<file path="config.mk">
export PLATFORM = sky130hd
export DESIGN_NAME = awsat_queue
export DESIGN_NICKNAME = d
export VERILOG_FILES = /design/src/hdl/awsat_pkg.sv /design/src/hdl/awsat_queue.sv
export VERILOG_INCLUDE_DIRS = /design/src /design/src/hdl
export SDC_FILE = /design/constraint.sdc
export NUM_CORES = 1
export LEC_CHECK = 0
export BUFFER_PORTS_ARGS = -buffer_cell sky130_fd_sc_hd__buf_2
export CORE_AREA = 2 2 76 78
export CTS_CLUSTER_DIAMETER = 40
export CTS_CLUSTER_SIZE = 30
export DETAILED_ROUTE_END_ITERATION = 10
export DIE_AREA = 0 0 78 80
export REMOVE_ABC_BUFFERS = 1
export SETUP_SLACK_MARGIN = 0.5
export SYNTH_ARGS = -nofsm -noshare
export SYNTH_HDL_FRONTEND = slang
export SYNTH_SLANG_ARGS = --single-unit
</file>
<file path="constraint.sdc">
create_clock -name clk -period 1.9 [get_ports clk]
set_clock_uncertainty 0.15 [all_clocks]
set_input_delay 0.095 -clock clk [delete_from_list [all_inputs] [get_ports clk]]
set_output_delay 0.095 -clock clk [all_outputs]
set_load 0.1 [all_outputs]
</file>
<file path="src/hdl/assert_macros.svh">
// assertion helpers shared by the saturator modules
`ifndef ASSERT_MACROS_SVH
`define ASSERT_MACROS_SVH

// clocked check, off while reset is low
`define AWS_ASSERT(lbl, prop, msg) \
  lbl: assert property (@(posedge clk) disable iff (!rst_n) prop) \
    else $error(msg);

// clocked check that also holds through reset
`define AWS_ASSERT_ALWAYS(lbl, prop, msg) \
  lbl: assert property (@(posedge clk) prop) else $error(msg);

`endif

</file>
<file path="src/hdl/awsat_pkg.sv">
// ----------------------------------------------------------------------------
// awsat_pkg
// Shared types, constants and fixed-point helpers of the waveshaping saturator.
// ----------------------------------------------------------------------------
`timescale 1ns / 1ps

package awsat_pkg;

  localparam int WW         = 32;   // intermediate sample-domain width
  localparam int CW         = 32;   // coefficient width
  localparam int XW         = 80;   // scratch width for rounding and clipping
  localparam int FR_W       = 17;   // wet and volume register width
  localparam int UNITY      = 65536;
  localparam int REG_IDX_W  = 3;
  localparam int CFG_DATA_W = 32;
  localparam int DIV_NW     = 63;   // dividend magnitude bits
  localparam int DIV_DW     = 33;   // divisor magnitude bits
  localparam int Q_DEPTH    = 4;

  typedef logic signed [WW-1:0] wide_t;
  typedef logic signed [CW-1:0] coef_t;
  typedef logic signed [XW-1:0] ext_t;

  typedef enum logic [1:0] {
    CURVE_KNEE     = 2'd0,
    CURVE_RATIONAL = 2'd1,
    CURVE_QUAD     = 2'd2,
    CURVE_LINEAR   = 2'd3
  } curve_t;

  typedef enum logic [REG_IDX_W-1:0] {
    REG_CURVE  = 3'd0,
    REG_COEF0  = 3'd1,
    REG_COEF1  = 3'd2,
    REG_COEF2  = 3'd3,
    REG_COEF3  = 3'd4,
    REG_COEF4  = 3'd5,
    REG_WET    = 3'd6,
    REG_VOLUME = 3'd7
  } reg_idx_t;

  typedef struct packed {
    curve_t          curve;
    coef_t           c0;
    coef_t           c1;
    coef_t           c2;
    coef_t           c3;
    coef_t           c4;
    logic [FR_W-1:0] wet;
    logic [FR_W-1:0] vol;
  } cfg_t;

  typedef struct packed {
    logic not_empty;
    logic nearly_full;
  } q_status_t;

  localparam ext_t WIDE_MAX = ext_t'(64'sd2147483647);
  localparam ext_t WIDE_MIN = ext_t'(-64'sd2147483648);

  // clip to the signed 32-bit range
  function automatic wide_t sat_w(ext_t v);
    wide_t r;
    if (v > WIDE_MAX) r = wide_t'(WIDE_MAX);
    else if (v < WIDE_MIN) r = wide_t'(WIDE_MIN);
    else r = wide_t'(v);
    return r;
  endfunction

  // rounding right shift, ties toward plus infinity, n of at least one
  function automatic ext_t rshr(ext_t v, int unsigned n);
    ext_t half;
    half = ext_t'(1) <<< (n - 1);
    return (v + half) >>> n;
  endfunction

endpackage

</file>
<file path="src/hdl/awsat_queue.sv">
// ----------------------------------------------------------------------------
// awsat_queue
// Short register queue between the front and back parts.
// ----------------------------------------------------------------------------
`timescale 1ns / 1ps
`include "assert_macros.svh"

module awsat_queue #(
  parameter int WIDTH = 8,
  parameter int DEPTH = 4
) (
  input  logic                        clk,
  input  logic                        rst_n,
  input  logic                        push,
  input  logic [WIDTH-1:0]            wdata,
  output logic [WIDTH-1:0]            rdata,
  output awsat_pkg::q_status_t        status
);
  import awsat_pkg::*;

  localparam int PTR_W = (DEPTH > 1) ? $clog2(DEPTH) : 1;
  localparam int CNT_W = PTR_W + 1;

  logic [WIDTH-1:0] mem_r [DEPTH];
  logic [PTR_W-1:0] wr_ptr_r, wr_ptr_nxt;
  logic [PTR_W-1:0] rd_ptr_r, rd_ptr_nxt;
  logic [CNT_W-1:0] count_r, count_nxt;
  logic             pop;

  // the back part takes an entry every cycle one is there
  assign pop = (count_r != '0);

  always_comb begin
    wr_ptr_nxt = wr_ptr_r;
    rd_ptr_nxt = rd_ptr_r;
    if (push) begin
      wr_ptr_nxt = (wr_ptr_r == PTR_W'(DEPTH - 1)) ? '0 : wr_ptr_r + 1'b1;
    end
    if (pop) begin
      rd_ptr_nxt = (rd_ptr_r == PTR_W'(DEPTH - 1)) ? '0 : rd_ptr_r + 1'b1;
    end
    count_nxt = count_r + CNT_W'(push) - CNT_W'(pop);
  end

  always_ff @(posedge clk) begin
    if (!rst_n) begin
      wr_ptr_r <= '0;
      rd_ptr_r <= '0;
      count_r  <= '0;
    end else begin
      wr_ptr_r <= wr_ptr_nxt;
      rd_ptr_r <= rd_ptr_nxt;
      count_r  <= count_nxt;
    end
  end

  // storage
  always_ff @(posedge clk) begin
    if (push) begin
      mem_r[wr_ptr_r] <= wdata;
    end
  end

  assign rdata              = mem_r[rd_ptr_r];
  assign status.not_empty   = pop;
  assign status.nearly_full = (count_r >= CNT_W'(DEPTH - 1));

  `AWS_ASSERT(a_q_no_overflow, !(push && !pop && count_r == CNT_W'(DEPTH)), "queue overflow")
  `AWS_ASSERT(a_q_count_track, count_r == $past(count_r) + CNT_W'($past(push)) - CNT_W'($past(pop)), "queue count slip")

endmodule

</file>
==> flow_summary_export.csv <==
group,metric,value,unit
cts,cts_made_buffers,5,
logic_synthesis,syn-cell-area,1640,um^2
cts,clock-sinks,41,
floorplanning,fp-row-count,27,
worst_setup_path,crit_buf_inv,2,
logic_synthesis,ys_seq_area_frac,0.697,
worst_setup_path,critPathCaptureType,"flip-flop",
global_routing,grt_max_degree,14,
worst_setup_path,cp-startpoint,"count_r[2]",
logic_synthesis,synth_compound_area_frac,0.00612,
cts,cts_htree_levels,2,
logic_synthesis,yosys_warnings,0,
sta,drv_slew,0,
logic_synthesis,synth-xor-area-share,0.00535,
layout,drive_above_1_share,0.420,
place,port_buffers,20,
floorplanning,io_pins,21,
layout,nNetsFinal,157,
worst_setup_path,slowest_stage,"fa_2",
sta,tns,-0.0240,ns
hold_path,min_path_type,"in -> reg",
status,status,"finished, violations left",
routing,first_iter_violations,43,
cts,clk_pin_slew,0.07,ns
layout,utilization,0.423,
place,place_congestion,0.701,
logic_synthesis,synth_top_family_by_area,"multiplexers",
worst_setup_path,rr_worst_depth,7,
status,violations,"setup timing",
floorplanning,dieArea,6240,um^2
sta,worst_slack,-0.0240,ns
sta,setup_viol,1,
global_routing,gr-total-overflow,0,
global_routing,grt_pass1_vias,992,
layout,fill_cells,497,
global_routing,grt_pass1_wl,4860,um
layout,diodes,0,
routing,drc_errors,0,
logic_synthesis,yosys.area_share.simple,0.0543,
sta,fmax,0.520,GHz
logic_synthesis,ys_ff_latch,41,
logic_synthesis,synth.avg_cell_area,17.8,um^2
routing,drt-vias-per-instance,4.33,
routing,drt_wl_total,2910,um
routing,dr.pass1.iters,4,
sta,max_slew.worst_pin.slew,0.489,ns
routing,wire_per_inst,13.9,um
worst_setup_path,path_max_fanout,2,
cts,cts_tree,"yes",
floorplanning,start_util,0.303,
layout,final_cell_mix,"edfxtp_1 (32), dlygate4sd3_1 (11), buf_2 (11), buf_12 (10), buf_4 (9)",
worst_setup_path,critPathTopFamily,"adder cells",
cts,root_buffer,"clkbuf_8",
flow_run,maxCapViolCount,0,
sta,hold_ws,0.00559,ns
worst_setup_path,r2r-start,"count_r[2]",
sta,rsz0062_at_grt,"true",
cts,clk_path_buf_depth,2,
floorplanning,dieWidth,78,um
worst_setup_path,worstSetupStartpointType,"flip-flop",
logic_synthesis,synthMuxAreaShare,0.128,
worst_setup_path,cp_num_cells,7,
worst_setup_path,reg2reg_slack,-0.02,ns
global_routing,antenna_found_initial,0,
sta,hold_viol,0,
logic_synthesis,syn_inst,92,
worst_setup_path,worstReg2RegEnd,"count_r[1]",
worst_setup_path,crit_arrival,2.00,ns
floorplanning,core_area,5410,um^2
layout,final_common_cell,"edfxtp_1",
worst_setup_path,cp_slowest_stage_delay,0.52,ns
routing,drtAntennaViolNets,0,
layout,areaGrowthSynthToFinish,39.8,%
worst_setup_path,timing.critical_path.cells,"nor3_4 > inv_1 > ha_1 > inv_2 > ha_4 > fa_2 > and2_1",
place,dp_hpwl,1780,um
routing,vias,909,
worst_setup_path,worstPathRequired,1.98,ns
worst_setup_path,crit_type,"reg -> reg",
sta,relSlewSlack,0.677,
cts,worstSkewPairLatency,0.28,ns
logic_synthesis,synth-adder-area-share,0.0734,
global_routing,grtUsageTotal,0.106,
floorplanning,die_h,80,um
sta,finalCritPeriodShare,1.01,
worst_setup_path,endpoint,"count_r[1]",
sta,fin_crit,1.92,ns
logic_synthesis,synth.distinct_cells,19,
cells in the mapped netlist:
cell type / n / area [um^2]
edfxtp_1: 32 / 961
dfxtp_1: 9 / 180
inv_1: 9 / 33.8
ha_1: 8 / 100
mux4_2: 8 / 180
and2_1: 6 / 37.5
nand2_1: 4 / 15.0
mux2i_1: 3 / 30.0
nor2_1: 2 / 7.51
or3b_1: 2 / 17.5
a21oi_1: 1 / 5.00
buf_4: 1 / 7.51
buf_6: 1 / 11.3
clkbuf_2: 1 / 5.00
fa_1: 1 / 20.0
nand2b_1: 1 / 6.26
nor3_1: 1 / 5.00
o21ai_0: 1 / 5.00
xnor2_1: 1 / 8.76
flip-flops by register name (all words and copies together) (netlist names), named ones only:
register,count
mem_r,32
count_r,3
rd_ptr_r,2
wr_ptr_r,2
metal layers:
layer  global-route usage  up-vias  routed length, um
met3               0.0362        4                140
met1                0.113      454               1130
met4               0.0368        0                 31
li1                     -      425                  -
met2                0.195       26               1610
met5                    0        -                  0
tightest hold or removal path: stages:
cell     delay, ns
buf_2         0.13
nand2_1       0.07
mux2i_2       0.07
worst min path at each step:
| stage | from | end | slack, ns | depth (start not counted) |
|---|---|---|---|---|
| floorplan | wdata[0] | mem_r[0][0] | 0.04 | 0 |
| global route | rst_n | flip-flop | 0.02 | 3 |
| CTS | rst_n | rd_ptr_r[1] | 0.0004 | 3 |
| global placement | wdata[2] | mem_r[2][2] | 0.16 | 1 |
| detailed placement | wdata[0] | mem_r[0][0] | 0.16 | 1 |
| finish | rst_n | rd_ptr_r[1] | 0.006 | 3 |
cell families after synthesis:
kind of cell,count (synthesis)
adder cells (fa/ha/maj),9
XOR/XNOR,1
AND/OR/NAND/NOR,16
flip-flops,41
multiplexers,11
AO/OA/AOI/OAI,2
buffers and inverters,12
stage by stage:
step | instance area (um^2) | instances | setup slack (ns)
after floorplan | 1610 | 89 | -0.747
after global placement | 1830 | 185 | 0.0113
after detailed placement | 1830 | 185 | -0.0917
after CTS | 2270 | 210 | -0.0181
after global routing | 2290 | 210 | -0.0733
final | 2290 | 210 | -0.0240
layout make-up:
class	instances	area [um^2]	area share
multi-input combinational	39	474	0.207
inverter	9	33.8	0.0148
timing repair buffer	41	433	0.189
sequential	41	1150	0.501
clock inverter	3	41.3	0.0181
tap	72	90.1	0.0394
clock buffer	5	68.8	0.0301
what timing repair did:
| action | 4_1_cts | 5_1_grt |
|---|---|---|
| hold endpoints to repair | 38 | 0 |
| pin swaps | 3 | 1 |
| gates resized for setup | 51 | 5 |
| cloned | 0 | 0 |
| endpoints found under the setup margin | 45 | 41 |
| hold buffers | 11 | 0 |
| buffers inserted | 6 | 0 |
Power is not shown: default switching activity piles up to over one toggle a cycle in this logic, so the estimate is an artifact.
